--- src/hdl/tlpq_pkg.sv ---
package tlpq_pkg;

	localparam int DATA_W   = 32;
	localparam int FUNC_W   = 2;
	localparam int STATUS_W = 2;
	localparam int OCC_W    = 5;
	localparam int PADDR_W  = 3;

	// Register map
	localparam logic [PADDR_W-1:0] ADDR_THRESHOLD = 3'd0;
	localparam logic signed [DATA_W-1:0] THRESHOLD_RESET = 32'sd64;

	typedef enum logic [FUNC_W-1:0] {
		FUNC_PUSH      = 2'd0,
		FUNC_PRIO_PUSH = 2'd1,
		FUNC_POP       = 2'd2,
		FUNC_NOP       = 2'd3
	} func_t;

	typedef enum logic [STATUS_W-1:0] {
		STATUS_OK    = 2'd0,
		STATUS_EMPTY = 2'd1,
		STATUS_FULL  = 2'd2
	} status_t;

	// Which queue offset the datapath reads
	typedef enum logic [1:0] {
		RD_HEAD   = 2'd0,
		RD_IDX    = 2'd1,
		RD_IDX_M1 = 2'd2
	} rd_mode_t;

	typedef enum logic [7:0] {
		ST_IDLE     = 8'b0000_0001,
		ST_POP      = 8'b0000_0010,
		ST_SCAN_RD  = 8'b0000_0100,
		ST_SCAN_CHK = 8'b0000_1000,
		ST_SHIFT_RD = 8'b0001_0000,
		ST_SHIFT_WR = 8'b0010_0000,
		ST_INSERT   = 8'b0100_0000,
		ST_DONE     = 8'b1000_0000
	} state_t;

	// Controller to datapath
	typedef struct packed {
		logic     accept;
		logic     push_tail;
		logic     pop_take;
		logic     scan_start;
		logic     scan_next;
		logic     set_pos;
		logic     shift_step;
		logic     insert;
		logic     res_load;
		rd_mode_t rd_mode;
	} cmd_t;

	// Datapath to controller
	typedef struct packed {
		logic full;
		logic empty;
		logic in_prio;
		logic ent_prio;
		logic idx_at_count;
		logic idx_at_pos;
		logic out_free;
	} sts_t;

endpackage

--- src/hdl/tlpq_if.sv ---
interface tlpq_req_if;
	logic                                valid;
	logic                                ready;
	logic [tlpq_pkg::FUNC_W-1:0]         func;
	logic signed [tlpq_pkg::DATA_W-1:0]  in_value;

	modport source (output valid, func, in_value, input ready);
	modport sink   (input valid, func, in_value, output ready);
endinterface

interface tlpq_rsp_if;
	logic                                valid;
	logic                                ready;
	logic signed [tlpq_pkg::DATA_W-1:0]  out_value;
	logic                                out_valid;
	logic [tlpq_pkg::STATUS_W-1:0]       status;
	logic [tlpq_pkg::OCC_W-1:0]          occupancy;

	modport source (output valid, out_value, out_valid, status, occupancy, input ready);
	modport sink   (input valid, out_value, out_valid, status, occupancy, output ready);
endinterface

--- src/hdl/tlpq_ctrl.sv ---
module tlpq_ctrl (
	input  logic                        clk,
	input  logic                        arst_n,
	input  logic                        in_valid,
	input  logic [tlpq_pkg::FUNC_W-1:0] in_func,
	output logic                        in_ready,
	input  tlpq_pkg::sts_t              sts,
	output tlpq_pkg::cmd_t              cmd
);

	tlpq_pkg::state_t state_q;
	tlpq_pkg::state_t state_nxt;

	// State register
	always_ff @(posedge clk or negedge arst_n) begin
		if (!arst_n) begin
			state_q <= tlpq_pkg::ST_IDLE;
		end else begin
			state_q <= state_nxt;
		end
	end

	// Take a new transaction only between operations
	assign in_ready = (state_q == tlpq_pkg::ST_IDLE);

	// Next state and datapath commands
	always_comb begin
		cmd         = '0;
		cmd.rd_mode = tlpq_pkg::RD_HEAD;
		state_nxt   = state_q;
		case (state_q)
			tlpq_pkg::ST_IDLE: begin
				cmd.rd_mode = tlpq_pkg::RD_HEAD;
				if (in_valid) begin
					cmd.accept = 1'b1;
					case (tlpq_pkg::func_t'(in_func))
						tlpq_pkg::FUNC_PUSH: begin
							cmd.push_tail = !sts.full;
							state_nxt     = tlpq_pkg::ST_DONE;
						end
						tlpq_pkg::FUNC_PRIO_PUSH: begin
							if (sts.full) begin
								state_nxt = tlpq_pkg::ST_DONE;
							end else if (sts.in_prio) begin
								cmd.scan_start = 1'b1;
								state_nxt      = tlpq_pkg::ST_SCAN_RD;
							end else begin
								cmd.push_tail = 1'b1;
								state_nxt     = tlpq_pkg::ST_DONE;
							end
						end
						tlpq_pkg::FUNC_POP: begin
							state_nxt = sts.empty ? tlpq_pkg::ST_DONE : tlpq_pkg::ST_POP;
						end
						tlpq_pkg::FUNC_NOP: begin
							state_nxt = tlpq_pkg::ST_DONE;
						end
						default: begin
							state_nxt = tlpq_pkg::ST_DONE;
						end
					endcase
				end
			end
			// Head entry is in the read register now
			tlpq_pkg::ST_POP: begin
				cmd.pop_take = 1'b1;
				state_nxt    = tlpq_pkg::ST_DONE;
			end
			// Walk the priority run from the head
			tlpq_pkg::ST_SCAN_RD: begin
				cmd.rd_mode = tlpq_pkg::RD_IDX;
				if (sts.idx_at_count) begin
					cmd.set_pos = 1'b1;
					state_nxt   = tlpq_pkg::ST_SHIFT_RD;
				end else begin
					state_nxt = tlpq_pkg::ST_SCAN_CHK;
				end
			end
			tlpq_pkg::ST_SCAN_CHK: begin
				if (sts.ent_prio) begin
					cmd.scan_next = 1'b1;
					state_nxt     = tlpq_pkg::ST_SCAN_RD;
				end else begin
					cmd.set_pos = 1'b1;
					state_nxt   = tlpq_pkg::ST_SHIFT_RD;
				end
			end
			// Move entries one place toward the tail, from the tail down
			tlpq_pkg::ST_SHIFT_RD: begin
				if (sts.idx_at_pos) begin
					state_nxt = tlpq_pkg::ST_INSERT;
				end else begin
					cmd.rd_mode = tlpq_pkg::RD_IDX_M1;
					state_nxt   = tlpq_pkg::ST_SHIFT_WR;
				end
			end
			tlpq_pkg::ST_SHIFT_WR: begin
				cmd.shift_step = 1'b1;
				state_nxt      = tlpq_pkg::ST_SHIFT_RD;
			end
			tlpq_pkg::ST_INSERT: begin
				cmd.insert = 1'b1;
				state_nxt  = tlpq_pkg::ST_DONE;
			end
			// Hold the result until the output register is free
			tlpq_pkg::ST_DONE: begin
				if (sts.out_free) begin
					cmd.res_load = 1'b1;
					state_nxt    = tlpq_pkg::ST_IDLE;
				end
			end
			default: begin
				state_nxt = tlpq_pkg::ST_IDLE;
			end
		endcase
	end

endmodule

--- src/hdl/tlpq_dp.sv ---
module tlpq_dp #(
	parameter int DEPTH = 16
) (
	input  logic                                clk,
	input  logic                                arst_n,
	input  tlpq_pkg::cmd_t                      cmd,
	output tlpq_pkg::sts_t                      sts,
	input  logic [tlpq_pkg::FUNC_W-1:0]         in_func,
	input  logic signed [tlpq_pkg::DATA_W-1:0]  in_value,
	input  logic signed [tlpq_pkg::DATA_W-1:0]  threshold,
	input  logic                                rsp_ready,
	output logic                                rsp_valid,
	output logic signed [tlpq_pkg::DATA_W-1:0]  out_value,
	output logic                                out_valid,
	output logic [tlpq_pkg::STATUS_W-1:0]       status,
	output logic [tlpq_pkg::OCC_W-1:0]          occupancy
);

	localparam int AW = $clog2(DEPTH);
	localparam int CW = $clog2(DEPTH + 1);
	localparam int SW = CW + 1;

	// Circular store, head at head_q
	logic [tlpq_pkg::DATA_W-1:0] mem [DEPTH];
	logic [tlpq_pkg::DATA_W-1:0] rd_data_q;

	logic [AW-1:0] head_q;
	logic [CW-1:0] count_q;
	logic [CW-1:0] idx_q;
	logic [CW-1:0] pos_q;
	logic [tlpq_pkg::DATA_W-1:0] val_q;

	logic [tlpq_pkg::DATA_W-1:0] res_value_q;
	logic                        res_ov_q;
	tlpq_pkg::status_t           res_status_q;
	tlpq_pkg::status_t           acc_status;

	logic                        out_full_q;
	logic [tlpq_pkg::DATA_W-1:0] out_value_q;
	logic                        out_ov_q;
	tlpq_pkg::status_t           out_status_q;
	logic [tlpq_pkg::OCC_W-1:0]  out_occ_q;

	logic [CW-1:0]               rd_off;
	logic [CW-1:0]               wr_off;
	logic [AW-1:0]               rd_addr;
	logic [AW-1:0]               wr_addr;
	logic                        wr_en;
	logic [tlpq_pkg::DATA_W-1:0] wr_data;

	// Map a queue offset to a store address, wrapping once
	function automatic logic [AW-1:0] phys(input logic [AW-1:0] head,
	                                       input logic [CW-1:0] off);
		logic [SW-1:0] sum;
		sum = SW'(head) + SW'(off);
		if (sum >= SW'(DEPTH)) begin
			sum = sum - SW'(DEPTH);
		end
		return sum[AW-1:0];
	endfunction

	// Read and write address selection
	always_comb begin
		case (cmd.rd_mode)
			tlpq_pkg::RD_HEAD:   rd_off = '0;
			tlpq_pkg::RD_IDX:    rd_off = idx_q;
			tlpq_pkg::RD_IDX_M1: rd_off = idx_q - CW'(1);
			default:             rd_off = '0;
		endcase
	end

	assign wr_en   = cmd.push_tail | cmd.shift_step | cmd.insert;
	assign wr_off  = cmd.push_tail ? count_q : (cmd.shift_step ? idx_q : pos_q);
	assign wr_data = cmd.push_tail ? in_value : (cmd.shift_step ? rd_data_q : val_q);
	assign rd_addr = phys(head_q, rd_off);
	assign wr_addr = phys(head_q, wr_off);

	// Store: one write port, one registered read port
	always_ff @(posedge clk) begin
		if (wr_en) begin
			mem[wr_addr] <= wr_data;
		end
		rd_data_q <= mem[rd_addr];
	end

	// Head, count and scan counters
	always_ff @(posedge clk or negedge arst_n) begin
		if (!arst_n) begin
			head_q  <= '0;
			count_q <= '0;
			idx_q   <= '0;
			pos_q   <= '0;
		end else begin
			if (cmd.pop_take) begin
				head_q  <= (head_q == AW'(DEPTH - 1)) ? '0 : head_q + AW'(1);
				count_q <= count_q - CW'(1);
			end else if (cmd.push_tail || cmd.insert) begin
				count_q <= count_q + CW'(1);
			end
			if (cmd.scan_start) begin
				idx_q <= '0;
			end else if (cmd.scan_next) begin
				idx_q <= idx_q + CW'(1);
			end else if (cmd.set_pos) begin
				idx_q <= count_q;
				pos_q <= idx_q;
			end else if (cmd.shift_step) begin
				idx_q <= idx_q - CW'(1);
			end
		end
	end

	// Status of the accepted transaction
	always_comb begin
		acc_status = tlpq_pkg::STATUS_OK;
		if (in_func inside {tlpq_pkg::FUNC_PUSH, tlpq_pkg::FUNC_PRIO_PUSH}) begin
			if (sts.full) begin
				acc_status = tlpq_pkg::STATUS_FULL;
			end
		end else if (in_func == tlpq_pkg::FUNC_POP) begin
			if (sts.empty) begin
				acc_status = tlpq_pkg::STATUS_EMPTY;
			end
		end
	end

	// Pending result
	always_ff @(posedge clk) begin
		if (cmd.accept) begin
			val_q        <= in_value;
			res_value_q  <= '0;
			res_ov_q     <= 1'b0;
			res_status_q <= acc_status;
		end else if (cmd.pop_take) begin
			res_value_q <= rd_data_q;
			res_ov_q    <= 1'b1;
		end
	end

	// Output register
	always_ff @(posedge clk or negedge arst_n) begin
		if (!arst_n) begin
			out_full_q <= 1'b0;
		end else if (cmd.res_load) begin
			out_full_q <= 1'b1;
		end else if (rsp_ready) begin
			out_full_q <= 1'b0;
		end
	end

	always_ff @(posedge clk) begin
		if (cmd.res_load) begin
			out_value_q  <= res_value_q;
			out_ov_q     <= res_ov_q;
			out_status_q <= res_status_q;
			out_occ_q    <= tlpq_pkg::OCC_W'(count_q);
		end
	end

	assign rsp_valid = out_full_q;
	assign out_value = $signed(out_value_q);
	assign out_valid = out_ov_q;
	assign status    = out_status_q;
	assign occupancy = out_occ_q;

	// Status to the controller
	assign sts.full         = (count_q == CW'(DEPTH));
	assign sts.empty        = (count_q == '0);
	assign sts.in_prio      = (in_value > threshold);
	assign sts.ent_prio     = ($signed(rd_data_q) > threshold);
	assign sts.idx_at_count = (idx_q == count_q);
	assign sts.idx_at_pos   = (idx_q == pos_q);
	assign sts.out_free     = !out_full_q || rsp_ready;

endmodule

--- src/hdl/two_level_priority_queue_unit.sv ---
// Channel  Dir  Handshake         Payload
// req      in   valid/ready       func, in_value
// rsp      out  valid/ready       out_value, out_valid, status, occupancy
// apb      in   psel/penable      paddr, pwdata, pwrite -> prdata, pready
//
// One transaction at a time. Plain push, rejected ops and no-op go from idle
// straight to done; pop passes through the pop state. A priority push above the
// threshold walks the store through its single read port, scanning the priority
// run, then shifting entries one place toward the tail; at or below the threshold it is a plain push.
// Reset clears count, head, controller and the output full flag; entries need no clear.
// A stalled rsp holds the next result in the done state; req.ready stays low meanwhile.
module two_level_priority_queue_unit #(
	parameter int DEPTH = 16
) (
	input  logic                                 clk,
	input  logic                                 arst_n,
	tlpq_req_if.sink                             req,
	tlpq_rsp_if.source                           rsp,
	input  logic                                 psel,
	input  logic                                 penable,
	input  logic                                 pwrite,
	input  logic [tlpq_pkg::PADDR_W-1:0]         paddr,
	input  logic [tlpq_pkg::DATA_W-1:0]          pwdata,
	output logic [tlpq_pkg::DATA_W-1:0]          prdata,
	output logic                                 pready
);

	logic signed [tlpq_pkg::DATA_W-1:0] threshold_q;
	tlpq_pkg::cmd_t                     cmd;
	tlpq_pkg::sts_t                     sts;

	// Threshold register
	always_ff @(posedge clk or negedge arst_n) begin
		if (!arst_n) begin
			threshold_q <= tlpq_pkg::THRESHOLD_RESET;
		end else if (psel && penable && pwrite && paddr == tlpq_pkg::ADDR_THRESHOLD) begin
			threshold_q <= $signed(pwdata);
		end
	end

	assign pready = 1'b1;
	assign prdata = (paddr == tlpq_pkg::ADDR_THRESHOLD) ? threshold_q : '0;

	tlpq_ctrl u_ctrl (
		.clk      (clk),
		.arst_n   (arst_n),
		.in_valid (req.valid),
		.in_func  (req.func),
		.in_ready (req.ready),
		.sts      (sts),
		.cmd      (cmd)
	);

	tlpq_dp #(
		.DEPTH (DEPTH)
	) u_dp (
		.clk       (clk),
		.arst_n    (arst_n),
		.cmd       (cmd),
		.sts       (sts),
		.in_func   (req.func),
		.in_value  (req.in_value),
		.threshold (threshold_q),
		.rsp_ready (rsp.ready),
		.rsp_valid (rsp.valid),
		.out_value (rsp.out_value),
		.out_valid (rsp.out_valid),
		.status    (rsp.status),
		.occupancy (rsp.occupancy)
	);

	// Only one transaction in flight
	a_one_in_flight: assert property (@(posedge clk) disable iff (!arst_n)
		(req.valid && req.ready) |=> !req.ready)
		else $error("new transaction taken while one is in progress");

	// A popped value always comes with ok status
	a_pop_ok: assert property (@(posedge clk) disable iff (!arst_n)
		(rsp.valid && rsp.out_valid) |-> (rsp.status == tlpq_pkg::STATUS_OK))
		else $error("popped value with error status");

	// Empty pop reports an empty queue
	a_empty_occ: assert property (@(posedge clk) disable iff (!arst_n)
		(rsp.valid && rsp.status == tlpq_pkg::STATUS_EMPTY) |-> (rsp.occupancy == '0))
		else $error("empty status with nonzero occupancy");

	// Dropped push reports a full queue
	a_full_occ: assert property (@(posedge clk) disable iff (!arst_n)
		(rsp.valid && rsp.status == tlpq_pkg::STATUS_FULL)
		|-> (rsp.occupancy == tlpq_pkg::OCC_W'(DEPTH)))
		else $error("full status with occupancy below depth");

endmodule
--- src/flat_wrapper.sv ---
// flat-port wrapper written by rule: the top's interface ports become plain ports
module two_level_priority_queue_unit_flat 
#(
	parameter int DEPTH = 16
)
  (clk, arst_n, psel, penable, pwrite, paddr, pwdata, prdata, pready, req_valid, req_func, req_in_value, req_ready, rsp_valid, rsp_out_value, rsp_out_valid, rsp_status, rsp_occupancy, rsp_ready);
  tlpq_req_if req_i ();
  tlpq_rsp_if rsp_i ();
  input  logic clk;
  input  logic arst_n;
  input  logic psel;
  input  logic penable;
  input  logic pwrite;
  input  logic [tlpq_pkg::PADDR_W-1:0] paddr;
  input  logic [tlpq_pkg::DATA_W-1:0] pwdata;
  output logic [tlpq_pkg::DATA_W-1:0] prdata;
  output logic pready;
  input wire logic [$bits(req_i.valid)-1:0] req_valid;
  input wire logic [$bits(req_i.func)-1:0] req_func;
  input wire logic [$bits(req_i.in_value)-1:0] req_in_value;
  output wire logic [$bits(req_i.ready)-1:0] req_ready;
  output wire logic [$bits(rsp_i.valid)-1:0] rsp_valid;
  output wire logic [$bits(rsp_i.out_value)-1:0] rsp_out_value;
  output wire logic [$bits(rsp_i.out_valid)-1:0] rsp_out_valid;
  output wire logic [$bits(rsp_i.status)-1:0] rsp_status;
  output wire logic [$bits(rsp_i.occupancy)-1:0] rsp_occupancy;
  input wire logic [$bits(rsp_i.ready)-1:0] rsp_ready;
  assign req_i.valid = req_valid;
  assign req_i.func = req_func;
  assign req_i.in_value = req_in_value;
  assign req_ready = req_i.ready;
  assign rsp_valid = rsp_i.valid;
  assign rsp_out_value = rsp_i.out_value;
  assign rsp_out_valid = rsp_i.out_valid;
  assign rsp_status = rsp_i.status;
  assign rsp_occupancy = rsp_i.occupancy;
  assign rsp_i.ready = rsp_ready;
  two_level_priority_queue_unit #(.DEPTH(DEPTH)) u_core (.clk(clk), .arst_n(arst_n), .req(req_i), .rsp(rsp_i), .psel(psel), .penable(penable), .pwrite(pwrite), .paddr(paddr), .pwdata(pwdata), .prdata(prdata), .pready(pready));
endmodule
--- config.mk ---
export PLATFORM = sky130hd
export DESIGN_NAME = two_level_priority_queue_unit_flat
export DESIGN_NICKNAME = d
export VERILOG_FILES = /design/src/hdl/tlpq_pkg.sv /design/src/hdl/tlpq_if.sv /design/src/hdl/tlpq_ctrl.sv /design/src/hdl/tlpq_dp.sv /design/src/hdl/two_level_priority_queue_unit.sv /design/src/flat_wrapper.sv
export SDC_FILE = /design/constraint.sdc
export NUM_CORES = 1
export LEC_CHECK = 0
export BUFFER_PORTS_ARGS = -buffer_cell sky130_fd_sc_hd__buf_2
export CAP_MARGIN = 25
export CELL_PAD_IN_SITES_DETAIL_PLACEMENT = 1
export CELL_PAD_IN_SITES_GLOBAL_PLACEMENT = 1
export CORE_MARGIN = 4
export CORE_UTILIZATION = 53
export DETAILED_ROUTE_END_ITERATION = 12
export GPL_ROUTABILITY_DRIVEN = 1
export PLACE_DENSITY_LB_ADDON = 0.1
export SLEW_MARGIN = 20
export SYNTH_ARGS = -nofsm -noshare
export SYNTH_HDL_FRONTEND = slang
export SYNTH_SLANG_ARGS = --single-unit
--- constraint.sdc ---
create_clock -name clk -period 9.5 [get_ports clk]
set_input_delay 0.475 -clock clk [delete_from_list [all_inputs] [get_ports clk]]
set_output_delay 0.475 -clock clk [all_outputs]
set_load 0.005 [all_outputs]
Word-level counts from Yosys, hierarchy flattened
Memories as Yosys holds them, arrays and structs flattened. A register that Yosys moved wholly into a read port is not among the register bits.
Index checks and enable logic that the tools add are counted.
Word-level totals
  flip-flop bits (word level): 167
  bits in writable memories: 512
  input port bits: 76
  output and inout bits: 75
  word-level logic and storage cells: 125
  memories: 1
Memory list
  u_core.u_dp.mem: words 16, bits a word 32, read ports 1, clocked after memory_dff 1, wr ports 1, line tlpq_dp.sv:24  | logic [tlpq_pkg::DATA_W-1:0] mem [DEPTH];
Cells by class
  $add $sub $neg: 9
  $lt $le $gt $ge: 4
  equal/unequal tests: 19
  mux-type cells: 55
  bitwise gates (word level): 4
  reduce and logical (&&, ||, !) cells: 18
Operator list (count)
  $mux W32: 3
  $gt A32 B32 Y1: 2
  $pmux W8 S7: 1
  $mux W5: 10
  $mux W8: 5
  $pmux W8 S3: 1
  $mux W1: 22
  $add A4 B5 Y6: 2
  $ge A6 B5 Y1 const B: 2
  $mux W4: 3
  $add A5 B1 Y5 const B: 2
  $eq A5 B5 Y1: 2
  $mux W2: 5
  $pmux W5 S2: 1
  $sub A5 B1 Y5 const B: 2
  $eq A8 B1 Y1 const B: 1
  $eq A8 B2 Y1 const B: 1
  $eq A8 B3 Y1 const B: 1
  $eq A8 B4 Y1 const B: 1
  $eq A8 B5 Y1 const B: 1
  $eq A8 B6 Y1 const B: 1
  $eq A8 B7 Y1 const B: 1
  $eq A8 B8 Y1 const B: 1
  $sub A4 B1 Y4 const B: 2
  other kinds (23): 36

Logic depth before layout (Yosys ltp)
  depth after elaboration: 10
  depth in mapped cells: 19
  gate-level depth less buffers: 17

By module
A second synthesis with hierarchy kept.
Second synthesis, totals
  cells, all modules: 1620
  area, all modules: 29442.0 µm²
Modules (own cells, without submodules)
  tlpq_dp: instances 1, cells an instance 1433, area an instance 27176.1 µm², sequential area each 19398.6 µm²
  two_level_priority_queue_unit: instances 1, cells an instance 107, area an instance 1590.3 µm², sequential area each 802.0 µm²
  tlpq_ctrl: instances 1, cells an instance 80, area an instance 675.6 µm², sequential area each 201.4 µm²

Worst setup path before layout
OpenSTA, ideal clock, no wires.
  path kind: register to register
  from: register u_core.threshold_q[6] (netlist bit)
  to: memory u_core.u_dp.mem[12][0] (netlist bit), enable pin
  library setup time: 0.502 ns
  arrival: 6.767 ns
  data required time: 8.998 ns
  path slack: 2.232 ns
  stages on the path, launching flop included: 20
  buffers on the path: 2
  period minus slack after synthesis: 7.268 ns
  path through: dfstp_2 > inv_1 > ha_1 > nand2_1 > o21ai_0 > a2111o_1 > o32a_1 > a311o_1 > nor2_1 > buf_2 > buf_2 > nand2_1 > o21ai_0 > ha_1 > inv_1 > fa_1 > inv_1 > nor2_1 > o21ai_0 > nor4_1
Between the ends
  longest elaborated chain between the ends: 10
  elaborated cells between the ends (all ways): 15
  those cells by class: add/sub (2); order compare (2); mux (9); bitwise (2)
Ends and longest elaborated chain
  start: declaration: line two_level_priority_queue_unit.sv:28  | logic signed [tlpq_pkg::DATA_W-1:0] threshold_q;
  start signal: assignment: line two_level_priority_queue_unit.sv:35  | threshold_q <= tlpq_pkg::THRESHOLD_RESET;
  start signal: assignment: line two_level_priority_queue_unit.sv:37  | threshold_q <= $signed(pwdata);
  $gt A32 B32 Y1 *: line tlpq_dp.sv:169  | assign sts.in_prio = (in_value > threshold);
  $mux W1 *: line tlpq_ctrl.sv:44  | end else if (sts.in_prio) begin
  $mux W1 *: line tlpq_ctrl.sv:42  | if (sts.full) begin
  $pmux W1 S2 *: line tlpq_ctrl.sv:36  | case (tlpq_pkg::func_t'(in_func))
  $mux W2 *: line tlpq_ctrl.sv:34  | if (in_valid) begin
  $mux W2 *: line tlpq_ctrl.sv:31  | case (state_q)
  $mux W5 / $or A1 B1 Y1 (equally long branches): line tlpq_dp.sv:73, tlpq_dp.sv:72
  $add A4 B5 Y6 / $or A1 B1 Y1 (equally long branches): line tlpq_dp.sv:55, tlpq_dp.sv:72
  $ge A6 B5 Y1 (tied with other cells): line tlpq_dp.sv:56  | if (sum >= SW'(DEPTH)) begin
  $mux W4 / $mux W1 (equally long branches): line tlpq_dp.sv:56, tlpq_dp.sv:81
  end: declaration: line tlpq_dp.sv:24
Mark *: on every way between the ends. The rest lies on a longest branch, timed or not.

Worst setup path after layout
  from: register u_core.u_ctrl.state_q[1]
  to: memory u_core.u_dp.mem[7][12] (netlist bit), enable pin
Between the ends
  longest elaborated chain between the ends: 7
  elaborated cells between the ends (all ways): 16
  those cells by class: add/sub (2); order compare (1); eq/ne (3); mux (8); bitwise (2)
Ends and longest elaborated chain
  start: declaration: line tlpq_ctrl.sv:11  | tlpq_pkg::state_t state_q;
  start signal: assignment: line tlpq_ctrl.sv:17  | state_q <= tlpq_pkg::ST_IDLE;
  start signal: assignment: line tlpq_ctrl.sv:19  | state_q <= state_nxt;
  $eq A8 B6 Y1: line tlpq_ctrl.sv:31
  $mux W1: line tlpq_ctrl.sv:31
  $mux W5 (2 in a row): line tlpq_dp.sv:73  | assign wr_off = cmd.push_tail ? count_q : (cmd.shift_step ? idx_q : pos_q);
  $add A4 B5 Y6: line tlpq_dp.sv:55  | sum = SW'(head) + SW'(off);
  $ge A6 B5 Y1 / $sub A4 B1 Y4 (equally long branches): line tlpq_dp.sv:56, tlpq_dp.sv:57
  $mux W4: line tlpq_dp.sv:56
Parallel ways exist; a longest one is shown, timed or not.

==> impl_metrics.env <==
export IMPL_p_seq_share_pct=45.0
export IMPL_synthXorXnorAreaFrac_pct=0.7526
export IMPL_vias_per_cell=6.096
export IMPL_power_switching_w=0.002668
export IMPL_overflow=0
export IMPL_yosys_warnings=0
export IMPL_clk_latency_ps=620
export IMPL_peakVddDrop_uv=251.9
export IMPL_worstSetupPathType="reg2reg"
export IMPL_syn_inst=1686
export IMPL_power_frac_comb_pct=22.9
export IMPL_post_drt_wl_per_cell_um=28.13
export IMPL_dp_hpwl_um=49720
export IMPL_num_rows=85
export IMPL_grt_use_total_pct=26.00
export IMPL_numCtsBuffers=74
export IMPL_root_buffer="clkbuf_16"
export IMPL_synth_seq_cells=711
export IMPL_die_w_um=242.3
export IMPL_worst_pin_slew_ps=996.2
export IMPL_nNetsFinal=2072
export IMPL_rsz0062_at_grt="false"
export IMPL_drive_gt1_share_pct=27.52
export IMPL_clkSinkCount=711
export IMPL_hp_class="in2reg"
export IMPL_fin_crit_ps=6535
export IMPL_synth_compound_area_share_pct=4.421
export IMPL_min_period_over_period_pct=68.79
export IMPL_cts_buffer_depth=3
export IMPL_avgSynthCellArea_sq_um=17.26
export IMPL_synthMuxAreaShare_pct=13.86
export IMPL_min_to="u_core.threshold_q[24]"
export IMPL_fmax_mhz=153.0
export IMPL_port_buffers=149
export IMPL_top_layer_used="met5"
export IMPL_synth_top_flop_cell="edfxtp_1"
export IMPL_synthSimpleGateAreaFrac_pct=5.406
export IMPL_grt_pass1_wl_um=114300
export IMPL_finalSetupViolCount=0
export IMPL_grt_max_degree=71
export IMPL_power_internal_w=0.006492
export IMPL_fillers=4765
export IMPL_r2r_end="u_core.u_dp.mem[7][12]"
export IMPL_post_cts_resized=0
export IMPL_syn_area_sq_um=29090
export IMPL_worst_ep_required_time_ps=9750
export IMPL_max_slew_margin_pct=32.89
export IMPL_cts_tree="done"
export IMPL_core_area_sq_um=54130
export IMPL_reg2reg_depth=16
export IMPL_yosys_area_share_adder_pct=3.733
export IMPL_syn_num_nets=1847
export IMPL_antenna_found_initial=6
export IMPL_synth_top_family_by_area="multiplexers"
export IMPL_drt_pass1_iter_count=6
export IMPL_switching_share_pct=29.13
export IMPL_die_y_um=242.3
export IMPL_hold_path_cell_count=3
export IMPL_r2r_start="u_core.u_ctrl.state_q[1]"
export IMPL_arrival_ps=6780
export IMPL_finalHoldViolCount=0
export IMPL_io_pins=151
export IMPL_vias=16280
export IMPL_report_final_slew_viol_count=0
export IMPL_multiInputGateArea_sq_um=8413
export IMPL_h_tree_depth=3
export IMPL_critPathMaxFanout=70
export IMPL_gp_congestion=0.8450
export IMPL_synth_edf_count=586
export IMPL_grt_pass1_vias=17430
export IMPL_p_leak_nw=12.05
export IMPL_cpLargestDelayFamily="simple AND/OR/NAND/NOR gates"
export IMPL_power_density_nw_per_um2=271.7
export IMPL_wl_met2_um=36600
export IMPL_met3_length_um=5025
export IMPL_hp_start="pwdata[24]"
export IMPL_final_antenna_net_count=0
export IMPL_cp_end_kind="register"
export IMPL_async_reset_ff_share_pct=8.439
export IMPL_max_cap_viol_count=0
export IMPL_worstPathCellList="or4_1, or3_4, nor3b_2, and2_2, buf_4, nand2_2, nor2_4, buf_4, o21ai_0, ha_1, nand3_1, nand2_1, xor2_1, nand3_1, a211oi_4, buf_4"
export IMPL_critPathMaxStageDelay_ps=700
export IMPL_clkPwrFrac_pct=32.1
export IMPL_route_detailed_drc=0
export IMPL_wl_um=75140
export IMPL_cp_num_buf_inv=3
export IMPL_drt_iter0_drc=1370
export IMPL_cpMostUsedCell="buf_4"
export IMPL_die_area_sq_um=58710
export IMPL_final_core_util_pct=62.28
export IMPL_status="completed"
export IMPL_start_kind="register"
export IMPL_register_area_sq_um=20400
export IMPL_initial_core_util_pct=53.75
export IMPL_drt_met1_wl_um=32010
export IMPL_regToRegSetupSlack_ps=2970
export IMPL_ys_types=69
export IMPL_crit_slowest_cell="buf_4"
export IMPL_tns_ps=0
export IMPL_synth_seq_area_share_pct=70.12
export IMPL_finalClockSkew_ps=25.94
export IMPL_syn2layout_area_growth_pct=15.88
export IMPL_clk_pin_slew_ps=60
==> registers in the layout (all words and copies together) (netlist names), 8 cells and up <==
name,count
u_core.u_dp.mem,512
u_core.u_dp.val_q,32
u_core.u_dp.rd_data_q,32
u_core.u_ctrl.state_q,8
u_core.u_dp.out_value,32
u_core.threshold_q,32
u_core.u_dp.res_value_q,32
==> synth_stat cells (4+ instances only) <==
| cell type | number | area share (%) |
|---|---|---|
| a211oi_1 | 11 | 0.28 |
| a21o_1 | 11 | 0.28 |
| a21oi_1 | 69 | 1.2 |
| a22oi_1 | 4 | 0.10 |
| and2_1 | 34 | 0.73 |
| buf_1 | 11 | 0.14 |
| buf_2 | 8 | 0.14 |
| clkbuf_1 | 55 | 0.71 |
| dfrtp_1 | 58 | 5.0 |
| dfxtp_1 | 65 | 4.5 |
| edfxtp_1 | 586 | 60 |
| ha_1 | 82 | 3.5 |
| inv_1 | 50 | 0.65 |
| mux2_2 | 8 | 0.31 |
| mux2i_1 | 34 | 1.2 |
| mux4_2 | 160 | 12 |
| nand2_1 | 159 | 2.1 |
| nand2b_1 | 5 | 0.11 |
| nand3_1 | 12 | 0.21 |
| nand3b_1 | 8 | 0.21 |
| nand4_1 | 15 | 0.32 |
| nor2_1 | 24 | 0.31 |
| nor2b_1 | 8 | 0.17 |
| nor3_1 | 13 | 0.22 |
| nor4_1 | 15 | 0.32 |
| o211ai_1 | 7 | 0.18 |
| o21ai_0 | 81 | 1.4 |
| xnor2_1 | 15 | 0.45 |
| xor2_1 | 10 | 0.30 |
==> worst max path at each step <==
stage	startpoint	end	slack (ps)	cells past startpoint
after floorplan	u_core.threshold_q[6]	u_core.u_dp.mem[12][0]	2230	19
after global placement	u_core.u_ctrl.state_q[1]	u_core.u_dp.mem[5][15]	3290	16
after detailed placement	req_in_value[14]	u_core.u_dp.mem[4][13]	2980	17
after CTS	u_core.u_ctrl.state_q[1]	u_core.u_dp.mem[4][12]	2930	16
after global routing	u_core.u_ctrl.state_q[1]	u_core.u_dp.mem[4][12]	2400	17
final	u_core.u_ctrl.state_q[1]	u_core.u_dp.mem[7][12]	2970	16
==> power groups by stage <==
| stage | sequential, W | clock [W] | combinational, W |
|---|---|---|---|
| floorplan | 0.00405 | 0 | 0.00138 |
| global placement | 0.00416 | 0 | 0.00202 |
| detailed placement | 0.00418 | 0 | 0.00210 |
| CTS | 0.00412 | 0.00300 | 0.00212 |
| global route | 0.00415 | 0.00315 | 0.00230 |
| finish | 0.00412 | 0.00294 | 0.00210 |
==> worst register-to-register path: stages (launching register included) <==
cell and delay, ps:
dfrtp_1 410, or4_1 560, or3_4 370, nor3b_2 310
and2_2 200, buf_4 700, nand2_2 270, nor2_4 210
buf_4 620, o21ai_0 230, ha_1 240, nand3_1 80
nand2_1 100, xor2_1 220, nand3_1 660, a211oi_4 460
buf_4 510
==> layer usage <==
layer / GRT usage [%] / up-vias
met5: 0 / -
met4: 6.659 / 2
met3: 5.125 / 100
met2: 42.10 / 565
met1: 36.90 / 8536
li1: - / 7080
==> what timing repair did <==
item	CTS	global route
buffers inserted	0	0
hold endpoints to repair	24	0
hold buffers	1	0
==> area by class of cell <==
cell class                 instances  area share [%]
clock inverter                    24          0.9649
multi-input combinational        849           24.95
clock buffer                     114           6.450
antenna                            2         0.01484
inverter                          50          0.5567
timing repair buffer             225           3.963
tap                              696           2.583
sequential                       711           60.51
==> cells by family after synthesis <==
| family | Yosys count |
|---|---|
| xor+xnor | 25 |
| compound gates | 216 |
| simple gates | 320 |
| mux | 202 |
| other cells | 1 |
| buf+inv | 126 |
| fa+ha+maj | 85 |
| flops | 711 |
==> through the flow <==
step | instances | cell area [sq um] | hold WS, ps | power (W) | worst slack (ps)
global placement | 2527 | 31160 | 413.5 | 0.006184 | 3292
finish | 2671 | 33710 | 67.15 | 0.009160 | 2965
global route | 2670 | 33710 | 57.93 | 0.009597 | 2405
detailed placement | 2529 | 31190 | 407.1 | 0.006284 | 2977
CTS | 2668 | 33700 | 37.77 | 0.009238 | 2932
floorplan | 1686 | 29090 | 179.4 | 0.005438 | 2232
==> placed cells by master, fill, tap and decap left out, drive strengths merged, types with 5 or more instances in the layout <==
| cell | Yosys | final |
|---|---|---|
| edfxtp | 586 | 586 |
| buf | 21 | 223 |
| nand2 | 161 | 161 |
| mux4 | 160 | 160 |
| clkbuf | 55 | 115 |
| o21ai | 84 | 84 |
| ha | 82 | 82 |
| a21oi | 69 | 69 |
| dfxtp | 65 | 65 |
| dfrtp | 58 | 58 |
| inv | 50 | 54 |
| mux2i | 34 | 34 |
| and2 | 34 | 34 |
| nor2 | 24 | 24 |
| nand4 | 15 | 15 |
| xnor2 | 15 | 15 |
| nor3 | 15 | 15 |
| nor4 | 15 | 15 |
| clkinv | 0 | 14 |
| nand3 | 12 | 12 |
| a21o | 11 | 11 |
| a211oi | 11 | 11 |
| xor2 | 10 | 10 |
| nand3b | 8 | 8 |
| mux2 | 8 | 8 |
| nor2b | 8 | 8 |
| o211ai | 7 | 7 |
| nand2b | 5 | 5 |
| bufinv | 0 | 5 |
No activity file was read; power rests on OpenSTA's default activity.
